==> config.mk <==
export PLATFORM = sky130hd
export DESIGN_NAME = magic_byte_type_classifier
export DESIGN_NICKNAME = d
export VERILOG_FILES = /design/src/hw/rtl/mbtc_pkg.sv /design/src/hw/rtl/mbtc_scan.sv /design/src/hw/rtl/magic_byte_type_classifier.sv
export SDC_FILE = /design/constraint.sdc
export NUM_CORES = 1
export LEC_CHECK = 0
export CAP_MARGIN = 25
export CORE_MARGIN = 2
export CORE_UTILIZATION = 30
export DETAILED_ROUTE_END_ITERATION = 6
export DONT_BUFFER_PORTS = 1
export PLACE_DENSITY = 0.4
export SLEW_MARGIN = 20
export SYNTH_ARGS = -nofsm -noshare
export SYNTH_HDL_FRONTEND = slang
export SYNTH_HIERARCHICAL = 1
export SYNTH_SLANG_ARGS = --single-unit
export TNS_END_PERCENT = 20
==> constraint.sdc <==
create_clock -name clock -period 8.5 [get_ports clock]
set_input_delay 1.275 -clock clock [delete_from_list [all_inputs] [get_ports clock]]
set_output_delay 1.275 -clock clock [all_outputs]
set_load 0.05 [all_outputs]
==> src/hw/rtl/mbtc_pkg.sv <==
// Shared types, constants and pattern tables for the magic byte type classifier.
package mbtc_pkg;

   localparam int HEADER_BYTES_DEFAULT  = 512;
   localparam int PREFIX_WINDOW_DEFAULT = 64;

   localparam int NUM_MAGIC = 8;
   localparam int NUM_TEXT  = 4;
   localparam int TAR_BIT   = 8;
   localparam int TAR_AT    = 257;
   localparam int TAR_END   = 262;

   typedef enum logic [3:0] {
      TYPE_NONE = 4'd0,
      TYPE_PDF  = 4'd1,
      TYPE_PNG  = 4'd2,
      TYPE_JPEG = 4'd3,
      TYPE_7Z   = 4'd4,
      TYPE_ZIP  = 4'd5,
      TYPE_GZIP = 4'd6,
      TYPE_TAR  = 4'd7,
      TYPE_SVG  = 4'd8,
      TYPE_XML  = 4'd9,
      TYPE_HTML = 4'd10
   } type_code_type;

   // Match flags carried between headers bytes; counters live beside this struct.
   typedef struct packed {
      logic [8:0]  magic_alive;
      logic        skipping;
      logic [3:0]  prefix_alive;
      logic [23:0] recent;
      logic        svg_seen;
   } scan_flags_type;

   localparam scan_flags_type SCAN_FLAGS_RESET = '{
      magic_alive:  9'h1FF,
      skipping:     1'b1,
      prefix_alive: 4'hF,
      recent:       24'h000000,
      svg_seen:     1'b0
   };

   localparam logic [3:0] MAGIC_LEN [NUM_MAGIC] = '{
      4'd5, 4'd8, 4'd3, 4'd6, 4'd4, 4'd4, 4'd4, 4'd2
   };

   localparam logic [7:0] MAGIC_PAT [NUM_MAGIC][8] = '{
      '{8'h25, 8'h50, 8'h44, 8'h46, 8'h2D, 8'h00, 8'h00, 8'h00},
      '{8'h89, 8'h50, 8'h4E, 8'h47, 8'h0D, 8'h0A, 8'h1A, 8'h0A},
      '{8'hFF, 8'hD8, 8'hFF, 8'h00, 8'h00, 8'h00, 8'h00, 8'h00},
      '{8'h37, 8'h7A, 8'hBC, 8'hAF, 8'h27, 8'h1C, 8'h00, 8'h00},
      '{8'h50, 8'h4B, 8'h03, 8'h04, 8'h00, 8'h00, 8'h00, 8'h00},
      '{8'h50, 8'h4B, 8'h05, 8'h06, 8'h00, 8'h00, 8'h00, 8'h00},
      '{8'h50, 8'h4B, 8'h07, 8'h08, 8'h00, 8'h00, 8'h00, 8'h00},
      '{8'h1F, 8'h8B, 8'h00, 8'h00, 8'h00, 8'h00, 8'h00, 8'h00}
   };

   localparam type_code_type MAGIC_CODE [NUM_MAGIC] = '{
      TYPE_PDF, TYPE_PNG, TYPE_JPEG, TYPE_7Z, TYPE_ZIP, TYPE_ZIP, TYPE_ZIP, TYPE_GZIP
   };

   // "ustar", padded so that any three-bit offset is a legal index.
   localparam logic [7:0] TAR_PAT [8] = '{
      8'h75, 8'h73, 8'h74, 8'h61, 8'h72, 8'h00, 8'h00, 8'h00
   };

   localparam logic [3:0] TEXT_LEN [NUM_TEXT] = '{4'd5, 4'd4, 4'd14, 4'd5};

   // "<?xml", "<svg", "<!doctype html", "<html" after case folding.
   localparam logic [7:0] TEXT_PAT [NUM_TEXT][16] = '{
      '{8'h3C, 8'h3F, 8'h78, 8'h6D, 8'h6C, 8'h00, 8'h00, 8'h00,
        8'h00, 8'h00, 8'h00, 8'h00, 8'h00, 8'h00, 8'h00, 8'h00},
      '{8'h3C, 8'h73, 8'h76, 8'h67, 8'h00, 8'h00, 8'h00, 8'h00,
        8'h00, 8'h00, 8'h00, 8'h00, 8'h00, 8'h00, 8'h00, 8'h00},
      '{8'h3C, 8'h21, 8'h64, 8'h6F, 8'h63, 8'h74, 8'h79, 8'h70,
        8'h65, 8'h20, 8'h68, 8'h74, 8'h6D, 8'h6C, 8'h00, 8'h00},
      '{8'h3C, 8'h68, 8'h74, 8'h6D, 8'h6C, 8'h00, 8'h00, 8'h00,
        8'h00, 8'h00, 8'h00, 8'h00, 8'h00, 8'h00, 8'h00, 8'h00}
   };

   // The three bytes that must precede a 'g' to complete "<svg".
   localparam logic [23:0] SVG_HEAD = 24'h3C7376;
   localparam logic [7:0]  CHAR_G   = 8'h67;

endpackage

==> src/hw/rtl/mbtc_scan.sv <==
// Next-state and type decision logic for one header byte of the classifier.
module mbtc_scan #(
   parameter int HEADER_BYTES  = mbtc_pkg::HEADER_BYTES_DEFAULT,
   parameter int PREFIX_WINDOW = mbtc_pkg::PREFIX_WINDOW_DEFAULT
) (
   input  logic [$clog2(HEADER_BYTES+1)-1:0]  cur_pos,
   input  logic [$clog2(PREFIX_WINDOW+1)-1:0] cur_count,
   input  mbtc_pkg::scan_flags_type           cur_flags,
   input  logic [7:0]                         data_byte,
   output logic [$clog2(HEADER_BYTES+1)-1:0]  nxt_pos,
   output logic [$clog2(PREFIX_WINDOW+1)-1:0] nxt_count,
   output mbtc_pkg::scan_flags_type           nxt_flags,
   output mbtc_pkg::type_code_type            type_code
);
   import mbtc_pkg::*;

   localparam int BP_W = $clog2(HEADER_BYTES+1);
   localparam int PC_W = $clog2(PREFIX_WINDOW+1);

   logic [BP_W-1:0] tar_off;
   logic [2:0]      tar_idx;
   logic [7:0]      folded;
   logic            is_space;

   assign tar_off  = cur_pos - BP_W'(TAR_AT);
   assign tar_idx  = tar_off[2:0];
   assign folded   = (data_byte >= 8'h41 && data_byte <= 8'h5A) ? data_byte + 8'h20 : data_byte;
   assign is_space = (data_byte == 8'h20) || (data_byte == 8'h09) ||
                     (data_byte == 8'h0D) || (data_byte == 8'h0A);

   always_comb begin
      nxt_pos   = cur_pos;
      nxt_count = cur_count;
      nxt_flags = cur_flags;
      if (cur_pos < BP_W'(HEADER_BYTES)) begin
         for (int m = 0; m < NUM_MAGIC; m++) begin
            if (cur_pos < BP_W'(MAGIC_LEN[m]) && data_byte != MAGIC_PAT[m][cur_pos[2:0]]) begin
               nxt_flags.magic_alive[m] = 1'b0;
            end
         end
         if (cur_pos >= BP_W'(TAR_AT) && cur_pos < BP_W'(TAR_END) &&
             data_byte != TAR_PAT[tar_idx]) begin
            nxt_flags.magic_alive[TAR_BIT] = 1'b0;
         end
         // Leading whitespace is dropped before the text window opens.
         if (!(cur_flags.skipping && is_space)) begin
            nxt_flags.skipping = 1'b0;
            if (cur_count < PC_W'(PREFIX_WINDOW)) begin
               for (int k = 0; k < NUM_TEXT; k++) begin
                  if (cur_count < PC_W'(TEXT_LEN[k]) &&
                      folded != TEXT_PAT[k][cur_count[3:0]]) begin
                     nxt_flags.prefix_alive[k] = 1'b0;
                  end
               end
               if (folded == CHAR_G && cur_flags.recent == SVG_HEAD) begin
                  nxt_flags.svg_seen = 1'b1;
               end
               nxt_flags.recent = {cur_flags.recent[15:0], folded};
               nxt_count        = cur_count + PC_W'(1);
            end
         end
         nxt_pos = cur_pos + BP_W'(1);
      end
   end

   // Lowest priority is assigned first so that later, stronger matches override.
   always_comb begin
      type_code = TYPE_NONE;
      if ((nxt_flags.prefix_alive[2] && nxt_count >= PC_W'(TEXT_LEN[2])) ||
          (nxt_flags.prefix_alive[3] && nxt_count >= PC_W'(TEXT_LEN[3]))) begin
         type_code = TYPE_HTML;
      end
      if (nxt_flags.prefix_alive[1] && nxt_count >= PC_W'(TEXT_LEN[1])) begin
         type_code = TYPE_SVG;
      end
      if (nxt_flags.prefix_alive[0] && nxt_count >= PC_W'(TEXT_LEN[0])) begin
         type_code = nxt_flags.svg_seen ? TYPE_SVG : TYPE_XML;
      end
      if (nxt_flags.magic_alive[TAR_BIT] && nxt_pos >= BP_W'(TAR_END)) begin
         type_code = TYPE_TAR;
      end
      for (int m = NUM_MAGIC - 1; m >= 0; m--) begin
         if (nxt_flags.magic_alive[m] && nxt_pos >= BP_W'(MAGIC_LEN[m])) begin
            type_code = MAGIC_CODE[m];
         end
      end
   end

endmodule

==> src/hw/rtl/magic_byte_type_classifier.sv <==
// Top level of the magic byte type classifier: input register, scan state, result register.
//
// The request channel carries one header byte per transfer in req_tdata, with req_tlast
// high on the final byte of a header. Bytes are matched against the binary signatures
// (PDF, PNG, JPEG, 7Z, three ZIP variants, GZIP and "ustar" at offset 257) and, after
// leading whitespace is dropped and letters are folded to lowercase, against the text
// starts "<?xml", "<svg", "<!doctype html" and "<html" within the first PREFIX_WINDOW
// bytes. Bytes past HEADER_BYTES are ignored, but their last flag still ends the header.
// Only the request that carries tlast produces a response: one type code on rsp_tdata.
//
// A request is registered on acceptance and folded into the scan state when it leaves
// the input register; a final byte that leaves it loads the response register at that
// same edge. One request is taken every cycle; the only limit is the response register,
// which holds one type code until the receiver takes it. While the receiver stalls,
// ordinary bytes keep flowing in; a final byte waits in the input register until the
// response register is free, and req_tready stays low while it waits.
// After a response is produced all scan state returns to its reset value so the next
// request starts a new header. Reset empties both registers and clears the scan state.
module magic_byte_type_classifier #(
   parameter int HEADER_BYTES  = mbtc_pkg::HEADER_BYTES_DEFAULT,
   parameter int PREFIX_WINDOW = mbtc_pkg::PREFIX_WINDOW_DEFAULT
) (
   input  logic       clock,
   input  logic       reset,
   input  logic       req_tvalid,
   output logic       req_tready,
   input  logic [7:0] req_tdata,   // [7:0] data_byte
   input  logic       req_tlast,   // last_byte
   output logic       rsp_tvalid,
   input  logic       rsp_tready,
   output logic [7:0] rsp_tdata    // [3:0] type_code, [7:4] zero
);
   import mbtc_pkg::*;

   localparam int BP_W = $clog2(HEADER_BYTES+1);
   localparam int PC_W = $clog2(PREFIX_WINDOW+1);

   // Input register holding one accepted request.
   logic       s1_valid_ff, s1_valid_in;
   logic [7:0] s1_byte_ff;
   logic       s1_last_ff;

   // Scan state for the header in progress.
   logic [BP_W-1:0] pos_ff, pos_in;
   logic [PC_W-1:0] count_ff, count_in;
   scan_flags_type  flags_ff, flags_in;

   // Response register.
   logic          rsp_valid_ff, rsp_valid_in;
   type_code_type rsp_code_ff;

   logic [BP_W-1:0] scan_pos;
   logic [PC_W-1:0] scan_count;
   scan_flags_type  scan_flags;
   type_code_type   scan_code;

   logic out_free;
   logic s1_go;
   logic req_take;
   logic finish;

   mbtc_scan #(
      .HEADER_BYTES  (HEADER_BYTES),
      .PREFIX_WINDOW (PREFIX_WINDOW)
   ) u_scan (
      .cur_pos   (pos_ff),
      .cur_count (count_ff),
      .cur_flags (flags_ff),
      .data_byte (s1_byte_ff),
      .nxt_pos   (scan_pos),
      .nxt_count (scan_count),
      .nxt_flags (scan_flags),
      .type_code (scan_code)
   );

   // A final byte may leave the input register only when the response slot is free;
   // any other byte leaves at once.
   assign out_free   = !rsp_valid_ff || rsp_tready;
   assign s1_go      = s1_valid_ff && (!s1_last_ff || out_free);
   assign finish     = s1_go && s1_last_ff;
   assign req_tready = !s1_valid_ff || s1_go;
   assign req_take   = req_tvalid && req_tready;

   assign s1_valid_in  = req_take ? 1'b1 : (s1_go ? 1'b0 : s1_valid_ff);
   assign rsp_valid_in = finish ? 1'b1 : (rsp_tready ? 1'b0 : rsp_valid_ff);

   always_comb begin
      pos_in   = pos_ff;
      count_in = count_ff;
      flags_in = flags_ff;
      if (finish) begin
         pos_in   = '0;
         count_in = '0;
         flags_in = SCAN_FLAGS_RESET;
      end else if (s1_go) begin
         pos_in   = scan_pos;
         count_in = scan_count;
         flags_in = scan_flags;
      end
   end

   always_ff @(posedge clock) begin
      if (reset) begin
         s1_valid_ff  <= 1'b0;
         rsp_valid_ff <= 1'b0;
         pos_ff       <= '0;
         count_ff     <= '0;
         flags_ff     <= SCAN_FLAGS_RESET;
      end else begin
         s1_valid_ff  <= s1_valid_in;
         rsp_valid_ff <= rsp_valid_in;
         pos_ff       <= pos_in;
         count_ff     <= count_in;
         flags_ff     <= flags_in;
      end
   end

   always_ff @(posedge clock) begin
      if (req_take) begin
         s1_byte_ff <= req_tdata;
         s1_last_ff <= req_tlast;
      end
      if (finish) begin
         rsp_code_ff <= scan_code;
      end
   end

   assign rsp_tvalid = rsp_valid_ff;
   assign rsp_tdata  = {4'b0000, rsp_code_ff};

   // A final byte that leaves the input register always lands in the response register.
   a_finish_loads_rsp: assert property (@(posedge clock) disable iff (reset)
      finish |=> rsp_valid_ff)
      else $error("final byte did not produce a response");

   // Every header restarts from a clean scan state after its response.
   a_finish_clears_state: assert property (@(posedge clock) disable iff (reset)
      finish |=> (pos_ff == '0 && count_ff == '0 && flags_ff == SCAN_FLAGS_RESET))
      else $error("scan state not cleared after a response");

   // The counters saturate at their limits.
   a_counters_bounded: assert property (@(posedge clock) disable iff (reset)
      (pos_ff <= BP_W'(HEADER_BYTES)) && (count_ff <= PC_W'(PREFIX_WINDOW)) &&
      (BP_W'(count_ff) <= pos_ff))
      else $error("scan counter past its limit");

   // A response must never be overwritten before the receiver takes it.
   a_no_overwrite: assert property (@(posedge clock) disable iff (reset)
      (rsp_valid_ff && !rsp_tready) |-> !finish)
      else $error("pending response overwritten");

endmodule

; ---- After elaboration in Yosys (flattened, before gate mapping)
; Memories as Yosys holds them, arrays and structs flattened.
; Index checks and enable logic that the tools add are counted.
[word_totals]
n_memories = 13
rom_bits = 1088
word_cells = 196
inputBits = 13
ff_bits = 71
[classes]
n_lt_le_gt_ge = 28
add_sub_neg = 4
n_mux = 64
bitwise_logic = 4
eq_ne = 19
reduce_logical = 50
[mem_list]
columns = memory, words, width, rd, rd_clocked_by_memory_dff, wr, line
row1 = (name not given), 16, 8, 1, 0, 0, mbtc_scan.sv:51  ; folded != TEXT_PAT[k][cur_count[3:0]]) begin
row2 = (name not given), 16, 8, 1, 0, 0, mbtc_scan.sv:51
row3 = (name not given), 16, 8, 1, 0, 0, mbtc_scan.sv:51
row4 = (name not given), 16, 8, 1, 0, 0, mbtc_scan.sv:51
row5 = (name not given), 8, 8, 1, 0, 0, mbtc_scan.sv:37  ; if (cur_pos < BP_W'(MAGIC_LEN[m]) && data_byte != MAGIC_PAT[m][cur_pos[2:0]]) begin
row6 = (name not given), 8, 8, 1, 0, 0, mbtc_scan.sv:37
row7 = +7 memories, --, --, --, --, --, --
[op_table]
columns = operator, n
row1 = 8-bit 2-to-1 mux, 27
row2 = 8-bit != test, 13
row3 = 39-bit 2-to-1 mux, 1
row4 = 1-bit logical AND, 33
row5 = "10-bit by 3-bit >= comparator with 1-bit output, second input constant", 3
row6 = "10-bit by 3-bit < comparator with 1-bit output, second input constant", 3
row7 = 30-bit 2-to-1 mux, 1
row8 = 29-bit 2-to-1 mux, 1
row9 = "24-bit by 22-bit equality test with 1-bit output, second input constant", 1
row10 = "8-bit by 4-bit equality test with 1-bit output, second input constant", 3
row11 = 7-bit 2-to-1 mux, 3
row12 = "10-bit by 2-bit >= comparator with 1-bit output, second input constant", 2
row13 = "10-bit by 9-bit >= comparator with 1-bit output, second input constant", 2
row14 = "10-bit by 2-bit < comparator with 1-bit output, second input constant", 2
row15 = 1-bit 2-to-1 mux, 19
row16 = 3-bit 2-to-1 mux, 6
row17 = "7-bit by 3-bit >= comparator with 1-bit output, second input constant", 2
row18 = "7-bit by 3-bit < comparator with 1-bit output, second input constant", 2
row19 = 4-bit 2-to-1 mux, 3
row20 = "10-bit by 1-bit adder with 10-bit output, second input constant", 1
row21 = "10-bit by 4-bit >= comparator with 1-bit output, second input constant", 1
row22 = "10-bit < comparator, second input constant", 1
row23 = "10-bit by 4-bit < comparator with 1-bit output, second input constant", 1
row24 = "10-bit by 9-bit < comparator with 1-bit output, second input constant", 1
row25 = 25 further kinds, 37

; ---- Longest topological paths before layout
; Gate-level depths: netlist (run 1).
[depth]
ltp_word = 23
depth_mapped = 15

; ---- Modules after synthesis
; Netlist (run 1), hierarchy kept.
[by_module_without_submodules]
columns = module, area_per_inst_um2, instances, seq_area_each_um2, cells_each
row1 = mbtc_scan, 3290.7, 1, 0.0, 513
row2 = magic_byte_type_classifier, 2248.4, 1, 1551.5, 159

; ---- Least setup slack after synthesis (run 1)
; No wires, ideal clock.
[synth_path]
path_kind = reg-to-reg
from = register pos_ff[0]
to = register rsp_code_ff[1] (data pin)
slack_ns = 5.032
path_stages_with_launch = 16
synth_period_minus_slack_ns = 3.468
setup_ns = 0.266
arrival_ns = 3.202
path_cell_list = dfxtp_1 clkbuf_1 buf_1 inv_1 ha_1 clkbuf_1 inv_1 ha_1 xor2_1 nand2_1 or4b_1 o41ai_2 o21ai_1 and2_1 o21ai_1 a31oi_1
[synth_lines]
columns = item, line
row1 = "start, declared", magic_byte_type_classifier.sv:44  ; logic [BP_W-1:0] pos_ff, pos_in;
row2 = "start signal, assigned", magic_byte_type_classifier.sv:112  ; pos_ff <= pos_in;
row3 = "end signal, assigned", magic_byte_type_classifier.sv:124  ; rsp_code_ff <= scan_code;
row4 = "end, declared", magic_byte_type_classifier.sv:50  ; type_code_type rsp_code_ff;

; ---- Worst setup path in the final report (run 1)
[layout_path]
from = register pos_ff[1]
to = register rsp_code_ff[0] (data pin)
[layout_between]
elab_chain_len = 18
elab_cells_between_ends = 102
classes_between = 2 x add/sub / 18 x order compare / 9 x eq/ne / 41 x mux / 2 x bitwise / 21 x reduce/logical / 9 x memory
[layout_lines]
columns = item, line
row1 = 3-bit by 1-bit subtractor with 3-bit output, mbtc_scan.sv:25  ; assign tar_off = cur_pos - BP_W'(TAR_AT);
row2 = 3-bit inverter with 4-bit output (implied by the code), mbtc_scan.sv:42  ; data_byte != TAR_PAT[tar_idx]) begin
row3 = memory read 8 x 8 bit, --
row4 = 8-bit 2-to-1 mux (implied by the code) (2 in series), mbtc_scan.sv:42
row5 = 8-bit != test, mbtc_scan.sv:42
row6 = 1-bit logical AND, mbtc_scan.sv:41  ; if (cur_pos >= BP_W'(TAR_AT) && cur_pos < BP_W'(TAR_END) &&
row7 = 1-bit 2-to-1 mux, mbtc_scan.sv:41
row8 = 39-bit 2-to-1 mux, mbtc_scan.sv:35  ; if (cur_pos < BP_W'(HEADER_BYTES)) begin
row9 = 1-bit logical AND, mbtc_scan.sv:79  ; if (nxt_flags.magic_alive[TAR_BIT] && nxt_pos >= BP_W'(TAR_END)) begin
row10 = 3-bit 2-to-1 mux, mbtc_scan.sv:79
row11 = 3-bit 2-to-1 mux (5 in series), mbtc_scan.sv:83  ; if (nxt_flags.magic_alive[m] && nxt_pos >= BP_W'(MAGIC_LEN[m])) begin
row12 = 2-bit 2-to-1 mux (2 in series), mbtc_scan.sv:83
; Parallel ways exist; a longest one is shown, timed or not. The select of a mux whose other input is x is not followed.
; A chain may end at the register's enable or synchronous reset.

==> results of run 1 <==
worst max-delay path, stage by stage, from the launching register on:
cell	delay, ns
dfxtp_1	0.30
buf_4	0.21
inv_1	0.16
ha_1	0.38
inv_1	0.15
ha_1	0.38
inv_1	0.11
o211ai_1	0.08
a2111oi_0	0.44
a41oi_1	0.29
a311o_1	0.36
o21ai_0	0.23
a31oi_1	0.07
o211ai_1	0.18
power groups by stage:
stage / Clock [W] / Combinational (W) / Sequential, W
2_1_floorplan: 0 / 0.0000863 / 0.000367
3_3_place_gp: 0 / 0.000107 / 0.000371
5_1_grt: 0.000426 / 0.000116 / 0.000365
4_1_cts: 0.000416 / 0.000106 / 0.000364
3_5_place_dp: 0 / 0.000106 / 0.000371
6_report: 0.000403 / 0.000107 / 0.000364
layout by cell type, fill, tap and decap left out, drive strengths merged, types with 14 or more instances in the layout:
cell type / n
nand3: 18
buf: 15
o22a: 15
a22o: 43
nand4: 14
nand2: 93
nor2: 44
xor2: 19
inv: 26
xnor2: 27
ha: 20
a21oi: 14
dfxtp: 58
o21ai: 30
final cells by class:
type	instances	area [um^2]	area share, %
Multi-Input combinational cell	520	3580	60.3
Tap cell	229	287	4.82
Clock inverter	6	68.8	1.16
Clock buffer	10	239	4.02
Inverter	26	97.6	1.64
Sequential cell	71	1550	26.1
Timing Repair Buffer	15	120	2.02
flip-flops by register name (all words and copies together), names as in the netlist:
signal,count
rsp_code_ff,4
pos_ff,10
flags_ff,39
rsp_tvalid,1
s1_valid_ff,1
s1_byte_ff,8
s1_last_ff,1
count_ff,7
metrics by stage:
stage	area, um^2	instances	setup slack [ns]	total power [W]	util (%)
after global placement	5630	860	4.90	0.000478	31.2
final	5950	877	5.00	0.000873	33.0
after detailed placement	5640	861	5.03	0.000477	31.3
after floorplan	5550	675	5.03	0.000453	-
after global routing	5950	877	4.68	0.000907	33.0
after CTS	5950	877	5.00	0.000886	33.0
worst max-delay path by stage:
| stage | from | endpoint | slack (ns) | cells after the start |
|---|---|---|---|---|
| after floorplan | pos_ff[0]$_SDFFE_PP0P_ | rsp_code_ff[1]$_DFFE_PP_ | 5.03 | 15 |
| after global placement | pos_ff[2]$_SDFFE_PP0P_ | rsp_code_ff[0]$_DFFE_PP_ | 4.90 | 11 |
| after detailed placement | pos_ff[2]$_SDFFE_PP0P_ | rsp_code_ff[0]$_DFFE_PP_ | 5.03 | 11 |
| after CTS | pos_ff[2]$_SDFFE_PP0P_ | rsp_code_ff[0]$_DFFE_PP_ | 5.00 | 11 |
| after global routing | pos_ff[1]$_SDFFE_PP0P_ | rsp_code_ff[0]$_DFFE_PP_ | 4.68 | 13 |
| final | pos_ff[1]$_SDFFE_PP0P_ | rsp_code_ff[0]$_DFFE_PP_ | 5.00 | 13 |
metal layers:
metal / up-vias / share of wire, % / routed length [um]
li1: 2407 / - / -
met1: 2414 / 45 / 7870
met2: 116 / 48 / 8230
met3: 41 / 3.5 / 602
met4: 0 / 3.5 / 603
met5: - / 0 / 0
cells by family (layout without fill, tap and decap cells):
family | after synthesis | after routing | synth area share (%)
compound gates | 182 | 182 | 26.0
xor+xnor | 46 | 46 | 7.41
fa+ha+maj | 20 | 20 | 4.52
buf+inv | 84 | 57 | 7.68
flops | 71 | 71 | 28.0
mux | 7 | 7 | 1.72
other cells | 1 | 4 | 0.0677
simple gates | 261 | 261 | 24.6
==> flow_summary_export.csv, run 1 <==
group,metric,value,unit
floorplanning,die_y,140,um
drt,drc,0,
drt,dr.pass1.iters,4,
drt,avgRoutedWirePerCell,19.7,um
power_and_ir_drop,clkPwrFrac,46.1,%
critical_path,rrSetupSlack,5.00,ns
sta,tightest_slew,0.856,ns
drt,vias,4978,
critical_path,reg2reg_to,"rsp_code_ff[0]$_DFFE_PP_",
global_route,grt_use_met1,22.5,%
place,place_congestion,0.862,
critical_path,crit_arrival,3.69,ns
floorplanning,coreArea,18000,um^2
yosys,syn_area,5540,um^2
sta,fin_tns_setup,0,ns
floorplanning,die-area,19600,um^2
yosys,synth.most_common_cell,"nand2_1",
floorplanning,initial_utilization,30.7,%
critical_path,end_kind,"flop",
sta,setup_violations,0,
drt,viasPerCell,5.68,
sta,rsz0062_at_grt,"false",
yosys,ys.flop_type,"dfxtp_1",
yosys,synth-async-reset-ratio,0,%
power_and_ir_drop,ir_drop,0.0959,mV
final_layout,drive_above_1_share,7.72,%
critical_path,cp_max_fo,23,
power_and_ir_drop,intPower,0.000626,W
global_route,grt_pass1_vias,4918,
yosys,synth_area_per_cell,8.24,um^2
critical_path,critPathRequiredTime,8.69,ns
place,port_buffers,0,
drt,ant_nets,0,
power_and_ir_drop,p_sw_share,28.3,%
yosys,yosysTopAreaCell,"dfxtp_1",
sta,max_slew_margin,42.9,%
power_and_ir_drop,power_frac_seq,41.7,%
global_route,grt_most_used_layer,"met2",
worst_hold_path,hold_start,"flags_ff[34]$_SDFFE_PP1P_",
power_and_ir_drop,pwr-share-comb,12.2,%
yosys,netlist_instances,672,
cts,ctsHoldBuffers,0,
power_and_ir_drop,p_switching,0.000247,W
global_route,track_usage,17.9,%
global_route,grtUsageMet2,30.0,%
critical_path,reg2regPathDepth,13,
sta,final_hold_viol_count,0,
global_route,antenna_found_initial,0,
sta,finClkSkew,0.00857,ns
sta,fmaxAchievable,0.286,GHz
sta,worst_hold_slack,0.461,ns
cts,tritoncts,"built",
power_and_ir_drop,p_per_area,147,nW/um^2
global_route,grt_pass1_wl,27.8,mm
critical_path,start_kind,"flop",
yosys,synth.top_cells.by_area,"dfxtp_1, edfxtp_1, a22o_1, nand2_1, ha_1",
cts,clock_sinks,71,
global_route,gr-usage-met3,3.10,%
cts,ctsResizeCount,0,
outcome,status,"completed",
worst_hold_path,hold_class,"reg -> reg",
floorplanning,rows,49,
global_route,grt_start_max_net_pins,43,
cts,post_cts_buffers,0,
cts,cts_buffers,9,
drt,routed_wl,17.3,mm
sta,period_minus_slack,3.50,ns
power_and_ir_drop,p_leak,2.36,nW
yosys,ys_seq_elements,71,
yosys,yosysTopAreaCellShare,21.0,%
yosys,ys_seq_area_share,28.0,%
yosys,synth_common_cells,"nand2_1, dfxtp_1, nor2_1, a22o_1, xnor2_1",
drt,drt-initial-drc-count,378,
yosys,yosysUniqueCellTypes,89,
cts,worstSkewPairLatency,0.35,ns
yosys,synth_edf_count,13,
final_layout,nFillCells,1962,
floorplanning,dieWidth,140,um
cts,htree_levels,3,
final_layout,diodes,0,
yosys,yosysWarnings,6,
run,cap_violations,0,
critical_path,rr_startpoint,"pos_ff[1]$_SDFFE_PP0P_",
sta,slew_viol_final,0,
final_layout,synthToLayoutAreaGrowth,7.39,%
cts,clock_path_buffers,2,
floorplanning,ioPinCount,23,
global_route,grt_overflow,0,
critical_path,critical_path_class,"reg -> reg",
cts,clk_pin_slew,0.06,ns
place,dp_hpwl,11.9,mm
cts,cts_root_buf,"clkbuf_16",
worst_hold_path,min_to,"flags_ff[34]$_SDFFE_PP1P_",
sta,period_share,41.2,%
worst_hold_path,whs_path_depth,1,
final_layout,fin_nets,676,
Power figures use the tool's default switching activity.
==> run 2: changes to the inputs <==
- clock period: 8.5 -> 3.43 ns (I/O delays scaled with it)
==> run 2 against run 1 <==
Combinational power rose to 2.5 times the previous value. Highest routed layer unchanged. Clock-buffer cell count increased by 2. Via count is 0.34% higher. Final cell count grew 1.6%. Largest power group is now sequential cells. Total power is 140% higher. Critical endpoint is now rsp_code_ff[1]$_DFFE_PP_. Critical path type unchanged.
==> flow_summary_export.csv, run 2 (synthesis results as in run 1) <==
group,metric,value,unit
power_and_ir_drop,p_leak,2.41,nW
sta,final_hold_viol_count,0,
global_route,antenna_found_initial,0,
final_layout,regMostFlops,"flags_ff",
sta,setup_violations,0,
cts,worstSkewPairLatency,0.34,ns
sta,period_share,93.5,%
place,dp_cells,875,
cts,clock_sinks,71,
final_layout,top_regs,"flags_ff x39, pos_ff x10, s1_byte_ff x8",
global_route,track_usage,17.8,%
critical_path,cp_max_fo,10,
cts,cts_root_buf,"clkbuf_16",
global_route,grt_pass1_vias,4765,
sta,fmaxAchievable,0.312,GHz
drt,drt-initial-drc-count,373,
floorplanning,initial_utilization,30.7,%
power_and_ir_drop,p_per_area,342,nW/um^2
sta,period_minus_slack,3.21,ns
critical_path,crit_family,"simple AND/OR/NAND/NOR gates",
critical_path,start_kind,"flop",
critical_path,slowest_delay,0.60,ns
drt,drc,0,
floorplanning,ioPinCount,23,
cts,tritoncts,"built",
cts,cts_buffers,9,
floorplanning,rows,49,
critical_path,critical_path_class,"reg -> reg",
cts,ctsHoldBuffers,0,
drt,routed_wl,17.5,mm
final_layout,layout_common_cells,"nand2_1, dfxtp_1, nor2_1",
critical_path,crit_arrival,3.39,ns
worst_hold_path,hold_class,"in -> reg",
cts,ctsResizeCount,0,
place,place_congestion,0.850,
floorplanning,dieWidth,140,um
final_layout,fin_nets,690,
sta,fin_tns_setup,0,ns
place,dp_hpwl,12.2,mm
cts,post_cts_buffers,0,
final_layout,fin_util,33.3,%
sta,tightest_slew,0.731,ns
critical_path,critPathSlowestCell,"edfxtp_1",
global_route,grt_overflow,0,
floorplanning,die-area,19600,um^2
sta,finClkSkew,0.0113,ns
global_route,grt_pass1_wl,27.4,mm
drt,vias,4995,
final_layout,drive_above_1_share,9.37,%
place,port_buffers,0,
floorplanning,die_y,140,um
drt,viasPerCell,5.61,
critical_path,end_kind,"flop",
drt,dr.pass1.iters,5,
outcome,status,"completed",
final_layout,diodes,0,
critical_path,cp_num_buf_inv,0,
sta,rsz0062_at_grt,"false",
final_layout,layout_commonest_cell,"nand2_1",
final_layout,synthToLayoutAreaGrowth,8.45,%
sta,worst_hold_slack,0.236,ns
run,cap_violations,0,
sta,max_slew_margin,51.1,%
power_and_ir_drop,ir_drop,0.219,mV
cts,htree_levels,3,
sta,slew_viol_final,0,
global_route,grt_start_max_net_pins,43,
power_and_ir_drop,p_total,0.00205,W
cts,clock_path_buffers,2,
final_layout,largest_reg_flops,39,
drt,ant_nets,0,
cts,clk_pin_slew,0.06,ns
critical_path,critPathRequiredTime,3.61,ns
critical_path,cpMostUsedCell,"a31oi_1",
critical_path,worstPathCellList,"nor3b_1, o2111ai_2, nand3_1, or4_1, a31oi_1, a211o_2, nand4b_1, a31oi_1",
floorplanning,coreArea,18000,um^2
final_layout,fin_cells,891,
drt,avgRoutedWirePerCell,19.6,um
==> run 2: layout make-up <==
type / instances / area [um^2]
Fill cell: 1931 / 12000
Clock inverter: 4 / 22.5
Sequential cell: 71 / 1550
Tap cell: 229 / 287
Timing Repair Buffer: 29 / 218
Clock buffer: 12 / 246
Multi-Input combinational cell: 520 / 3580
Inverter: 26 / 97.6
==> run 2: layer usage <==
metal	track usage, %	share of wire (%)	up-vias
met3	3.03	3.3	14
met4	4.63	1.4	0
li1	-	-	2448
met5	0	0	-
met1	23.8	47	2421
met2	29.8	48	112
==> run 2: path summary, 6_finish.rpt <==
kind	start	endpoint	slack, ns	cells past startpoint
worst max-delay path	s1_byte_ff[1]$_DFFE_PP_	rsp_code_ff[1]$_DFFE_PP_	0.22	8
worst min-delay path	reset	s1_valid_ff$_SDFFE_PP0P_	0.24	1
worst max register to register	s1_byte_ff[1]$_DFFE_PP_	rsp_code_ff[1]$_DFFE_PP_	0.22	8
worst min register to register	flags_ff[34]$_SDFFE_PP1P_	flags_ff[34]$_SDFFE_PP1P_	0.46	1
==> run 2: metrics by stage <==
stage	worst slack, ns	area (um^2)
floorplan	0.0854	5550
finish	0.222	6010
global route	0.0728	6010
detailed placement	0.269	5740
CTS	0.247	6010
global placement	0.244	5740
==> run 2: where the power goes <==
part	switching, W	internal (W)
logic	0.000171	0.0000990
registers	0.0000314	0.000872
clock network	0.000372	0.000506
total	0.000575	0.00148
==> run 3: changes to the inputs <==
- ABC_CLOCK_PERIOD_IN_PS: unset -> 3430
- MAX_ROUTING_LAYER: unset -> met4
==> run 3 against run 2 <==
Routed wire length grew 0.56%. Setup slack gained 0.083 ns. Clock skew shrank 0.0018 ns. Worst hold slack lost 0.011 ns. Global-route usage grew 0.73 points. Sequential power is essentially flat. Register-to-register slack gained 0.08 ns. Largest cell class unchanged. Critical path depth grew 1. Die area is the same. Final area grew 0.75%. Highest routed layer unchanged. Clock power grew 11%.
==> flow_summary_export.csv, run 3 (synthesis results as in run 1) <==
group,metric,value,unit
sta,finClkSkew,0.00950,ns
drt,routed_wl,17.6,mm
global_route,track_usage,18.5,%
cts,tritoncts,"built",
global_route,grt_pass1_vias,4863,
critical_path,crit_arrival,3.20,ns
sta,final_hold_viol_count,0,
cts,ctsResizeCount,0,
sta,period_share,91.1,%
critical_path,worstPathCellList,"buf_4, or4_1, o221ai_2, o21ai_0, a22oi_1, nor4_1, o211a_1, a31oi_1, o211ai_1",
critical_path,end_kind,"flop",
cts,clk_pin_slew,0.06,ns
drt,drc,0,
final_layout,diodes,0,
outcome,status,"completed",
final_layout,regMostFlops,"flags_ff",
cts,clock_path_buffers,2,
sta,worst_hold_slack,0.225,ns
cts,ctsHoldBuffers,0,
run,cap_violations,0,
floorplanning,ioPinCount,23,
critical_path,critPathRequiredTime,3.50,ns
place,place_congestion,0.878,
critical_path,critical_path_class,"reg -> reg",
drt,drt-initial-drc-count,371,
place,dp_hpwl,12.4,mm
power_and_ir_drop,ir_drop,0.235,mV
final_layout,top_regs,"flags_ff x39, pos_ff x10, s1_byte_ff x8",
final_layout,largest_reg_flops,39,
cts,worstSkewPairLatency,0.35,ns
sta,slew_viol_final,0,
critical_path,slowest_delay,0.59,ns
sta,period_minus_slack,3.13,ns
drt,dr.pass1.iters,5,
power_and_ir_drop,p_per_area,356,nW/um^2
sta,setup_slack,0.305,ns
cts,clock_sinks,71,
global_route,grt_start_max_net_pins,43,
drt,avgRoutedWirePerCell,19.7,um
final_layout,layout_commonest_cell,"nand2_1",
floorplanning,die-area,19600,um^2
floorplanning,dieWidth,140,um
place,dp_slack,0.292,ns
critical_path,critPathSlowestCell,"edfxtp_1",
sta,tightest_slew,0.736,ns
sta,fin_tns_setup,0,ns
floorplanning,initial_utilization,30.7,%
global_route,antenna_found_initial,0,
worst_hold_path,hold_class,"in -> reg",
cts,post_cts_buffers,0,
global_route,grt_overflow,0,
drt,viasPerCell,5.64,
power_and_ir_drop,p_leak,2.43,nW
sta,fmaxAchievable,0.320,GHz
critical_path,start_kind,"flop",
sta,setup_violations,0,
global_route,grt_pass1_wl,27.7,mm
final_layout,drive_above_1_share,9.64,%
cts,cts_buffers,9,
cts,htree_levels,3,
sta,max_slew_margin,50.7,%
floorplanning,coreArea,18000,um^2
drt,vias,5037,
drt,ant_nets,0,
final_layout,fin_nets,692,
floorplanning,die_y,140,um
final_layout,synthToLayoutAreaGrowth,9.26,%
sta,rsz0062_at_grt,"false",
critical_path,cp_max_fo,19,
place,port_buffers,0,
final_layout,layout_common_cells,"nand2_1, dfxtp_1, nor2_1",
floorplanning,rows,49,
cts,cts_root_buf,"clkbuf_16",
## run 3: changes by cell type in the layout (fill, tap and decap cells not counted), sizes merged
| cell | change |
|---|---|
| buf | +2 |
| bufinv | +1 |
| clkbuf | -1 |
| clkinvlp | -1 |
| inv | +1 |
## run 3: power breakdown
part	switching (W)	total, W	internal (W)
logic	0.000171	0.000271	0.000101
clock network	0.000395	0.000979	0.000584
registers	0.0000319	0.000903	0.000871
total	0.000597	0.00215	0.00156
## run 3: final timing paths
check | slack (ns) | to | start | depth (start not counted)
max | 0.30 | rsp_code_ff[0]$_DFFE_PP_ | s1_byte_ff[0]$_DFFE_PP_ | 9
min reg2reg | 0.46 | flags_ff[34]$_SDFFE_PP1P_ | flags_ff[34]$_SDFFE_PP1P_ | 1
min | 0.22 | s1_valid_ff$_SDFFE_PP0P_ | reset | 1
max reg2reg | 0.30 | rsp_code_ff[0]$_DFFE_PP_ | s1_byte_ff[0]$_DFFE_PP_ | 9
## run 3: per-layer routing
metal,share of wire (%),global-route usage (%),vias to the layer above
met5,0,-,-
met4,1.6,5.42,0
met3,3.3,2.86,16
met2,49,30.5,101
met1,47,23.6,2473
li1,-,-,2447
## run 3: final cells by class
type                            count  area, um^2
Clock buffer                       11         243
Inverter                           26        97.6
Fill cell                        1933       12000
Multi-Input combinational cell    520        3580
Clock inverter                      5        56.3
Tap cell                          229         287
Timing Repair Buffer               31         233
Sequential cell                    71        1550
## run 3: per-stage QoR
stage                     total power, W  instances  utilization, %  instance area [um^2]
after floorplan                  0.00112        675               -                  5550
after global placement           0.00119        877            31.9                  5750
after detailed placement         0.00119        877            31.9                  5750
after CTS                        0.00218        893            33.6                  6050
after global routing             0.00225        893            33.6                  6050
final                            0.00215        893            33.6                  6050
## run 3: worst max-delay path, delay by kind of cell (launching register included)
family / cells / cell delay (ns)
AOI/OAI and AO/OA: 6 / 1.28
buffers and inverters: 1 / 0.31
DFF: 1 / 0.59
and+or+nand+nor: 2 / 0.65
